[src/design/dxtdec_pkg.sv]
// Shared types, codes and arithmetic helpers for the DXT block decoder.
`default_nettype none

package dxtdec_pkg;

    // Block format codes
    localparam logic [1:0] MODE_DXT1 = 2'd0;
    localparam logic [1:0] MODE_DXT3 = 2'd1;
    localparam logic [1:0] MODE_DXT5 = 2'd2;

    // Decoded block queue depth and derived widths
    localparam int QDEPTH = 2;
    localparam int PTR_W  = (QDEPTH > 1) ? $clog2(QDEPTH) : 1;
    localparam int CNT_W  = $clog2(QDEPTH + 1);

    // Fully decoded block: palette, alpha table and per-pixel codes
    typedef struct packed {
        logic [1:0]            mode;
        logic [3:0][2:0][7:0]  pal;      // [entry][2=r,1=g,0=b]
        logic [7:0][7:0]       atab;
        logic [31:0]           color_indices;
        logic [63:0]           alpha_bits;
        logic [1:0]            last_col;
        logic [1:0]            last_row;
    } t_entry;

    // Front to queue transfer
    typedef struct packed {
        logic   push;
        t_entry entry;
    } t_q_push;

    // Queue head as seen by the back end
    typedef struct packed {
        logic   valid;
        t_entry entry;
    } t_q_head;

    // Expand RGB565 to 8-bit channels by bit replication, {r,g,b}
    function automatic logic [2:0][7:0] expand565(input logic [15:0] c);
        logic [2:0][7:0] rgb;
        rgb[2] = {c[15:11], c[15:13]};
        rgb[1] = {c[10:5],  c[10:9]};
        rgb[0] = {c[4:0],   c[4:2]};
        return rgb;
    endfunction

    // x / 3 for x <= 765, by reciprocal 683 / 2^11
    function automatic logic [7:0] div3(input logic [9:0] x);
        logic [19:0] prod;
        prod = {10'd0, x} * 20'd683;
        return prod[18:11];
    endfunction

    // x / 7 for x <= 1785, by reciprocal 2341 / 2^14
    function automatic logic [7:0] div7(input logic [10:0] x);
        logic [21:0] prod;
        prod = {11'd0, x} * 22'd2341;
        return prod[21:14];
    endfunction

    // x / 5 for x <= 1275, by reciprocal 1639 / 2^13
    function automatic logic [7:0] div5(input logic [10:0] x);
        logic [21:0] prod;
        prod = {11'd0, x} * 22'd1639;
        return prod[20:13];
    endfunction

endpackage

`default_nettype wire

[src/design/dxtdec_front.sv]
// Front end: accepts blocks, drops empty and unused-format ones, builds palette and alpha table.
`default_nettype none

module dxtdec_front (
    input  wire logic                 i_clk,
    input  wire logic                 i_rst_n,
    input  wire logic                 start,
    output logic                      busy,
    input  wire logic [1:0]           i_mode,
    input  wire logic [15:0]          i_color_end0,
    input  wire logic [15:0]          i_color_end1,
    input  wire logic [31:0]          i_color_indices,
    input  wire logic [63:0]          i_alpha_bits,
    input  wire logic [7:0]           i_alpha_end0,
    input  wire logic [7:0]           i_alpha_end1,
    input  wire logic [2:0]           i_cols_valid,
    input  wire logic [2:0]           i_rows_valid,
    input  wire logic                 i_q_full,
    output dxtdec_pkg::t_q_push       o_q_push
);
    import dxtdec_pkg::*;

    // Sum stage registers
    logic                  r_s1_valid;
    logic [1:0]            r_s1_mode;
    logic                  r_s1_four;
    logic [2:0][7:0]       r_s1_p0, r_s1_p1;
    logic [2:0][9:0]       r_s1_sum21, r_s1_sum12;
    logic [2:0][8:0]       r_s1_sum11;
    logic [7:0]            r_s1_a0, r_s1_a1;
    logic                  r_s1_agt;
    logic [5:0][10:0]      r_s1_asum;
    logic [31:0]           r_s1_idx;
    logic [63:0]           r_s1_abits;
    logic [1:0]            r_s1_lcol, r_s1_lrow;

    logic                  s1_free;
    logic                  accept;
    logic                  item_ok;
    logic [2:0][7:0]       p0, p1;
    logic [2:0][9:0]       n_sum21, n_sum12;
    logic [2:0][8:0]       n_sum11;
    logic [5:0][10:0]      n_asum;
    logic                  a_gt;
    t_entry                entry;

    // Classify the incoming block
    assign s1_free = !r_s1_valid || !i_q_full;
    assign busy    = !s1_free;
    assign accept  = start && !busy;
    assign item_ok = (i_mode == MODE_DXT1 || i_mode == MODE_DXT3 || i_mode == MODE_DXT5)
                     && (i_cols_valid != 3'd0) && (i_rows_valid != 3'd0);

    // Expand endpoints and form interpolation sums
    assign p0   = expand565(i_color_end0);
    assign p1   = expand565(i_color_end1);
    assign a_gt = i_alpha_end0 > i_alpha_end1;

    always_comb begin
        for (int ch = 0; ch < 3; ch++) begin
            n_sum21[ch] = {1'b0, p0[ch], 1'b0} + {2'b0, p1[ch]};
            n_sum12[ch] = {2'b0, p0[ch]} + {1'b0, p1[ch], 1'b0};
            n_sum11[ch] = {1'b0, p0[ch]} + {1'b0, p1[ch]};
        end
        for (int k = 1; k <= 6; k++) begin
            if (a_gt) begin
                n_asum[k-1] = 11'(7 - k) * {3'b0, i_alpha_end0}
                            + 11'(k) * {3'b0, i_alpha_end1};
            end else if (k <= 4) begin
                n_asum[k-1] = 11'(5 - k) * {3'b0, i_alpha_end0}
                            + 11'(k) * {3'b0, i_alpha_end1};
            end else begin
                n_asum[k-1] = '0;
            end
        end
    end

    // Hold the sum stage until the queue takes it
    always_ff @(posedge i_clk) begin
        if (!i_rst_n) begin
            r_s1_valid <= 1'b0;
        end else if (s1_free) begin
            r_s1_valid <= accept && item_ok;
        end
        if (s1_free && accept) begin
            r_s1_mode  <= i_mode;
            r_s1_four  <= (i_mode != MODE_DXT1) || (i_color_end0 > i_color_end1);
            r_s1_p0    <= p0;
            r_s1_p1    <= p1;
            r_s1_sum21 <= n_sum21;
            r_s1_sum12 <= n_sum12;
            r_s1_sum11 <= n_sum11;
            r_s1_a0    <= i_alpha_end0;
            r_s1_a1    <= i_alpha_end1;
            r_s1_agt   <= a_gt;
            r_s1_asum  <= n_asum;
            r_s1_idx   <= i_color_indices;
            r_s1_abits <= i_alpha_bits;
            r_s1_lcol  <= (i_cols_valid >= 3'd4) ? 2'd3 : 2'(i_cols_valid - 3'd1);
            r_s1_lrow  <= (i_rows_valid >= 3'd4) ? 2'd3 : 2'(i_rows_valid - 3'd1);
        end
    end

    // Divide the sums into palette and alpha table entries
    always_comb begin
        entry.mode          = r_s1_mode;
        entry.color_indices = r_s1_idx;
        entry.alpha_bits    = r_s1_abits;
        entry.last_col      = r_s1_lcol;
        entry.last_row      = r_s1_lrow;
        entry.pal[0]        = r_s1_p0;
        entry.pal[1]        = r_s1_p1;
        for (int ch = 0; ch < 3; ch++) begin
            entry.pal[2][ch] = r_s1_four ? div3(r_s1_sum21[ch]) : r_s1_sum11[ch][8:1];
            entry.pal[3][ch] = r_s1_four ? div3(r_s1_sum12[ch]) : 8'd0;
        end
        entry.atab[0] = r_s1_a0;
        entry.atab[1] = r_s1_a1;
        for (int k = 1; k <= 6; k++) begin
            if (r_s1_agt) begin
                entry.atab[k+1] = div7(r_s1_asum[k-1]);
            end else if (k <= 4) begin
                entry.atab[k+1] = div5(r_s1_asum[k-1]);
            end else if (k == 5) begin
                entry.atab[k+1] = 8'd0;
            end else begin
                entry.atab[k+1] = 8'd255;
            end
        end
    end

    assign o_q_push.push  = r_s1_valid && !i_q_full;
    assign o_q_push.entry = entry;

endmodule

`default_nettype wire

[src/design/dxtdec_queue.sv]
// Short queue of decoded blocks between the front and back ends.
`default_nettype none

module dxtdec_queue (
    input  wire logic                 i_clk,
    input  wire logic                 i_rst_n,
    input  wire dxtdec_pkg::t_q_push  i_push,
    input  wire logic                 i_pop,
    output logic                      o_full,
    output dxtdec_pkg::t_q_head       o_head
);
    import dxtdec_pkg::*;

    t_entry             r_mem [QDEPTH];
    logic [PTR_W-1:0]   r_wr_ptr, r_rd_ptr;
    logic [CNT_W-1:0]   r_count;
    logic               do_push, do_pop;

    assign o_full       = (r_count == CNT_W'(QDEPTH));
    assign do_push      = i_push.push && !o_full;
    assign do_pop       = i_pop && (r_count != '0);
    assign o_head.valid = (r_count != '0);
    assign o_head.entry = r_mem[r_rd_ptr];

    // Advance pointers and occupancy
    always_ff @(posedge i_clk) begin
        if (!i_rst_n) begin
            r_wr_ptr <= '0;
            r_rd_ptr <= '0;
            r_count  <= '0;
        end else begin
            if (do_push) begin
                r_wr_ptr <= (r_wr_ptr == PTR_W'(QDEPTH - 1)) ? '0 : r_wr_ptr + 1'b1;
            end
            if (do_pop) begin
                r_rd_ptr <= (r_rd_ptr == PTR_W'(QDEPTH - 1)) ? '0 : r_rd_ptr + 1'b1;
            end
            if (do_push && !do_pop) begin
                r_count <= r_count + 1'b1;
            end else if (do_pop && !do_push) begin
                r_count <= r_count - 1'b1;
            end
        end
    end

    // Store a pushed block
    always_ff @(posedge i_clk) begin
        if (do_push) begin
            r_mem[r_wr_ptr] <= i_push.entry;
        end
    end

`ifndef ASSERT_OFF
    a_no_overflow: assert property (@(posedge i_clk) disable iff (!i_rst_n)
        !(i_push.push && o_full))
        else $error("queue push while full");

    a_count_range: assert property (@(posedge i_clk) disable iff (!i_rst_n)
        r_count <= CNT_W'(QDEPTH))
        else $error("queue occupancy out of range");
`endif

endmodule

`default_nettype wire

[src/design/dxtdec_back.sv]
// Back end: walks the valid pixels of the head block and emits one per cycle while a block is queued.
`default_nettype none

module dxtdec_back (
    input  wire logic                 i_clk,
    input  wire logic                 i_rst_n,
    input  wire dxtdec_pkg::t_q_head  i_head,
    output logic                      o_pop,
    output logic                      o_valid,
    output logic [7:0]                o_red,
    output logic [7:0]                o_green,
    output logic [7:0]                o_blue,
    output logic [7:0]                o_alpha,
    output logic [1:0]                o_pixel_col,
    output logic [1:0]                o_pixel_row,
    output logic                      o_last
);
    import dxtdec_pkg::*;

    logic [1:0]  r_col, r_row;
    logic        r_valid, r_last;
    logic [7:0]  r_red, r_green, r_blue, r_alpha;
    logic [1:0]  r_pcol, r_prow;

    t_entry      e;
    logic [3:0]  pix;
    logic [1:0]  ci;
    logic [3:0]  a4;
    logic [5:0]  a3_pos;
    logic [2:0]  ai;
    logic [7:0]  alpha;
    logic        end_col, blk_last;

    // Select the current pixel's codes
    assign e        = i_head.entry;
    assign pix      = {r_row, r_col};
    assign ci       = e.color_indices[{pix, 1'b0} +: 2];
    assign a4       = e.alpha_bits[{pix, 2'b00} +: 4];
    assign a3_pos   = {2'b00, pix} * 6'd3;
    assign ai       = e.alpha_bits[a3_pos +: 3];
    assign end_col  = (r_col == e.last_col);
    assign blk_last = end_col && (r_row == e.last_row);
    assign o_pop    = i_head.valid && blk_last;

    always_comb begin
        unique case (e.mode)
            MODE_DXT3: alpha = {a4, a4};
            MODE_DXT5: alpha = e.atab[ai];
            default:   alpha = 8'd255;
        endcase
    end

    // Step through the block and register the pixel
    always_ff @(posedge i_clk) begin
        if (!i_rst_n) begin
            r_col   <= '0;
            r_row   <= '0;
            r_valid <= 1'b0;
        end else begin
            r_valid <= i_head.valid;
            if (i_head.valid) begin
                if (blk_last) begin
                    r_col <= '0;
                    r_row <= '0;
                end else if (end_col) begin
                    r_col <= '0;
                    r_row <= r_row + 1'b1;
                end else begin
                    r_col <= r_col + 1'b1;
                end
            end
        end
        r_red   <= e.pal[ci][2];
        r_green <= e.pal[ci][1];
        r_blue  <= e.pal[ci][0];
        r_alpha <= alpha;
        r_pcol  <= r_col;
        r_prow  <= r_row;
        r_last  <= blk_last;
    end

    assign o_valid     = r_valid;
    assign o_red       = r_red;
    assign o_green     = r_green;
    assign o_blue      = r_blue;
    assign o_alpha     = r_alpha;
    assign o_pixel_col = r_pcol;
    assign o_pixel_row = r_prow;
    assign o_last      = r_valid && r_last;

`ifndef ASSERT_OFF
    a_pop_marks_last: assert property (@(posedge i_clk) disable iff (!i_rst_n)
        o_pop |=> (o_valid && o_last))
        else $error("block pop without last pixel strobe");

    a_head_emits: assert property (@(posedge i_clk) disable iff (!i_rst_n)
        i_head.valid |=> o_valid)
        else $error("pending block did not emit a pixel");
`endif

endmodule

`default_nettype wire

[src/design/dxt_block_decoder_top.sv]
// Top level of the DXT1/DXT3/DXT5 4x4 texture block decoder.
`default_nettype none

// A block is transferred at a clock edge with start high and busy low. Its
// valid pixels come out in row order, one per clock while blocks are queued,
// each shown for exactly one cycle with o_valid high; o_last marks the final
// pixel of the block. The receiver cannot stall the output. A block of C
// columns by R rows occupies the pixel walker until its C*R pixels are out
// (16 for a full block), which sets the sustained rate; the walker moves
// from one block to the next without a gap. The first pixel passes the sum
// stage registers, the queue and the walker's output registers. Blocks of
// the unused format or with zero extent are taken and give no pixels. Up to
// three blocks wait in the decode stage and queue before busy rises.
module dxt_block_decoder_top (
    input  wire logic         i_clk,
    input  wire logic         i_rst_n,
    input  wire logic         start,
    output logic              busy,
    input  wire logic [1:0]   i_mode,
    input  wire logic [15:0]  i_color_end0,
    input  wire logic [15:0]  i_color_end1,
    input  wire logic [31:0]  i_color_indices,
    input  wire logic [63:0]  i_alpha_bits,
    input  wire logic [7:0]   i_alpha_end0,
    input  wire logic [7:0]   i_alpha_end1,
    input  wire logic [2:0]   i_cols_valid,
    input  wire logic [2:0]   i_rows_valid,
    output logic              o_valid,
    output logic [7:0]        o_red,
    output logic [7:0]        o_green,
    output logic [7:0]        o_blue,
    output logic [7:0]        o_alpha,
    output logic [1:0]        o_pixel_col,
    output logic [1:0]        o_pixel_row,
    output logic              o_last
);
    import dxtdec_pkg::*;

    t_q_push  q_push;
    t_q_head  q_head;
    logic     q_full;
    logic     q_pop;

    // Decode blocks into palette form
    dxtdec_front u_front (
        .i_clk           (i_clk),
        .i_rst_n         (i_rst_n),
        .start           (start),
        .busy            (busy),
        .i_mode          (i_mode),
        .i_color_end0    (i_color_end0),
        .i_color_end1    (i_color_end1),
        .i_color_indices (i_color_indices),
        .i_alpha_bits    (i_alpha_bits),
        .i_alpha_end0    (i_alpha_end0),
        .i_alpha_end1    (i_alpha_end1),
        .i_cols_valid    (i_cols_valid),
        .i_rows_valid    (i_rows_valid),
        .i_q_full        (q_full),
        .o_q_push        (q_push)
    );

    // Buffer decoded blocks
    dxtdec_queue u_queue (
        .i_clk   (i_clk),
        .i_rst_n (i_rst_n),
        .i_push  (q_push),
        .i_pop   (q_pop),
        .o_full  (q_full),
        .o_head  (q_head)
    );

    // Emit pixels
    dxtdec_back u_back (
        .i_clk       (i_clk),
        .i_rst_n     (i_rst_n),
        .i_head      (q_head),
        .o_pop       (q_pop),
        .o_valid     (o_valid),
        .o_red       (o_red),
        .o_green     (o_green),
        .o_blue      (o_blue),
        .o_alpha     (o_alpha),
        .o_pixel_col (o_pixel_col),
        .o_pixel_row (o_pixel_row),
        .o_last      (o_last)
    );

endmodule

`default_nettype wire

[config.mk]
export PLATFORM = sky130hd
export DESIGN_NAME = dxt_block_decoder_top
export DESIGN_NICKNAME = d
export VERILOG_FILES = /design/src/design/dxtdec_pkg.sv /design/src/design/dxtdec_front.sv /design/src/design/dxtdec_queue.sv /design/src/design/dxtdec_back.sv /design/src/design/dxt_block_decoder_top.sv
export SDC_FILE = /design/constraint.sdc
export NUM_CORES = 2
export LEC_CHECK = 0
export BUFFER_PORTS_ARGS = -buffer_cell sky130_fd_sc_hd__buf_2
export CORE_MARGIN = 3
export CORE_UTILIZATION = 60
export CTS_BUF_LIST = sky130_fd_sc_hd__clkbuf_2 sky130_fd_sc_hd__clkbuf_4 sky130_fd_sc_hd__clkbuf_8
export CTS_CLUSTER_DIAMETER = 30
export DETAILED_ROUTE_END_ITERATION = 8
export PLACE_DENSITY = 0.88
export SLEW_MARGIN = 20
export SYNTH_ARGS = -nofsm -noshare
export SYNTH_HDL_FRONTEND = slang
export SYNTH_HIERARCHICAL = 1
export SYNTH_SLANG_ARGS = --single-unit
[constraint.sdc]
create_clock -name i_clk -period 26.2 [get_ports i_clk]
set_input_delay 5.24 -clock i_clk [delete_from_list [all_inputs] [get_ports i_clk]]
set_output_delay 5.24 -clock i_clk [all_outputs]
set_load 0.01 [all_outputs]
==> flow_summary.toml <==
[min_path]
hold_path.class = "reg2reg"
holdPathStages = 0
hp-start = "u_front/r_s1_idx[16]"
holdPathEnd = "u_queue/r_mem[1][84]"

[clock_tree]
cts-buffers-inserted = 171
holdBufCountCts = 0
post_cts_resized = 0
htree_num_levels = 4
clock-sinks = 864
cts_tree = "yes"
post-cts-setup-buffer-count = 0
cts-root-buf = "clkbuf_8"
cts_max_path_buffers = 3
clk_latency_ns = 0.88
cts.clk_slew.worst_paths_ns = 0.06

[setup_path]
cp_data_required_time_ns = 26.78
r2r-end = "u_queue/r_mem[0][146]"
path_delay_family = "compound AO/OA/AOI/OAI gates"
crit_top_cell = "a21oi_1"
critPathBufInv = 4
path_cells = "buf_2 > inv_1 > ha_1 > nor2b_1 > o21a_1 > o21a_1 > o21ai_0 > a21oi_1 > o21ai_4 > buf_4 > inv_1 > mux2_2 > ha_1 > fa_1 > a21oi_1 > nor2_1 > nor2_1 > o21bai_1 > a21oi_1 > nor2b_1 > o21ai_0 > nand2b_1"
r2r-start = "u_front/r_s1_asum[34]"
setup.worst_path.start_class = "input pin"
end_kind = "flip-flop"
worst_ep_arrival_time_ns = 9.37
rrSetupSlack_ns = 20.50
cp_slowest_cell = "buf_4"
cpPeakStageDelay_ns = 0.51
crit_type = "in2reg"
r2r_cells = 17
critPathMaxFanout = 56

[synthesis]
synthAdderAreaFrac = 0.332
post-synth-top-count-cell = "ha_1"
synth_top_area_share = 0.368
synth_mux_area_frac = 0.0879
ys_warn_count = 6
synth_top_family_by_area = "adder cells"
syn_inst = 5237
synth_edf_count = 816
synth_nets = 6932
synth_compound_area_frac = 0.0591
ys_seq_elements = 864
synth_area_sq_um = 66600
synth_top_cell_by_area = "edfxtp_1"
postSynth.asyncResetShare = 0
synth.area.top_cells = "edfxtp_1 37%, ha_1 22%, fa_1 11%"
yosys.area_share.simple = 0.0387
ys_types = 85
synthXorXnorAreaFrac = 0.0368
ys_seq_area_frac = 0.382
synth_top_cells_by_count = "1,160 x ha_1, 909 x inv_1, 816 x edfxtp_1"
synth_flop_cell = "edfxtp_1"
synth.avg_cell_area_sq_um = 12.7

[floorplan]
num_rows = 121
die_w_um = 339
initial_utilization = 0.608
core_area_sq_um = 109000
die_y_um = 339
dieArea_sq_um = 115000
ioPinCount = 194

[power]
power.density_nw_per_um2 = 134
power_leakage_uw = 0.0335
vdd_drop_max_uv = 106

[global_route]
grt_overflow_total = 0
grt_pass1_vias = 44130
grtUsageTotal = 0.256
grt_pass1_wl_mm = 233
antenna_found_initial = 11
grt_max_degree = 155

[run]
maxCapViolCount = 0

[final_layout]
syn2layout_area_growth_pct = 9.43
nets = 7223
layout-drive-gt1-share = 0.154
fillCellCount = 7393
stdcell_count = 7152

[timing]
fin_ws_ns = 17.41
drv_slew = 0
rsz0062_at_grt = "false"
slew_headroom = 0.311
skew_ns = 0.0635
fmax_mhz = 114
finalHoldViolations = 0
worst_slew_pin_slew_ns = 1.03
period_share = 0.335
fin_crit_ns = 8.79
setup_tns_ns = 0
setup_violations = 0

[routing]
routedWlPerCell_um = 20.5
viasPerCell = 5.76
final_antenna_net_count = 0
dr.pass1.iters = 7
vias = 41165
drcViolationCount = 0
drt_iter0_drc = 3062
drt_wl_total_mm = 146

[placed_design]
dpl.hpwl_mm = 108
placedCellCount = 6831
gp_congestion = 0.904
pre_cts_ws_ns = 16.53
portBuffers = 193

[run_status]
run_status = "complete, no violations"
==> state kept, by name (all words and copies together) (netlist names), 24 cells and up, named ones only <==
signal              cells
u_queue/r_mem         524
u_front/r_s1_abits     64
u_front/r_s1_asum      62
u_front/o_q_push       32
u_front/r_s1_idx       32
u_front/r_s1_sum12     27
u_front/r_s1_sum21     27
u_front/r_s1_sum11     24
==> report_power, final <==
| part | switching, uW | leakage (uW) | internal [uW] |
|---|---|---|---|
| clock network | 640 | 0.00199 | 909 |
| registers | 126 | 0.00803 | 1920 |
| logic | 3510 | 0.0234 | 2680 |
==> stage by stage <==
step	hold slack [ns]	power (uW)	utilization	cell area, sq um
2_1_floorplan	0.329	6550	-	66600
3_3_place_gp	0.422	7710	0.629	68900
3_5_place_dp	0.430	8070	0.629	68900
4_1_cts	0.414	9780	0.665	72800
5_1_grt	0.432	10700	0.666	72900
6_report	0.429	9770	0.666	72900
==> cells in the final DEF (no fill, tap or decap), types with 40 or more instances in the layout <==
master    instances
mux4_2           40
a21o_1           63
inv_1           909
xor2_1           78
o21bai_1         54
dfxtp_1          45
nand2_1          97
mux2i_1          53
clkbuf_8        177
nor2b_1          47
edfxtp_1        816
mux2_2          112
o21ai_0         127
xnor2_1         202
a21oi_1         213
mux2_4          180
nor2_1          158
fa_1            380
buf_2           193
ha_1           1160
==> layout make-up <==
type,count,area [sq um],area share
flip-flops and latches,864,25500,0.350
inverters,910,3420,0.0469
repair buffers,219,1170,0.0161
clock buffers,204,2640,0.0362
multi-input cells,3362,37000,0.507
diodes,6,15.0,0.000206
clock inverters,111,1330,0.0182
well taps,1476,1850,0.0253
==> kinds of logic (layout without fill, tap and decap cells) <==
family                   after synthesis  in the layout
buffers and inverters               1011           1444
AND/OR/NAND/NOR                      516            516
adder cells (fa/ha/maj)             1540           1540
flip-flops                           864            864
other                                  0              6
XOR/XNOR                             280            280
AO/OA/AOI/OAI                        623            623
multiplexers                         403            403
==> worst max path at each step <==
stage                    startpoint                     to  slack, ns  cells past startpoint
floorplan                     start  u_front/o_q_push[166]       7.42                      1
finish              i_alpha_end1[1]  u_front/r_s1_asum[43]      17.41                     22
CTS                 i_alpha_end1[1]  u_front/r_s1_asum[43]      17.49                     22
global placement    i_alpha_end1[1]  u_front/r_s1_asum[43]      16.56                     22
global route        i_alpha_end1[1]  u_front/r_s1_asum[43]      17.11                     22
detailed placement  i_alpha_end1[1]  u_front/r_s1_asum[43]      16.53                     22
==> metal layers <==
layer,routed length (um),GRT usage
met5,0,0
met4,4970,0.0942
met3,8740,0.0435
met2,72300,0.435
met1,60300,0.331
Power figures use the tool's default switching activity.
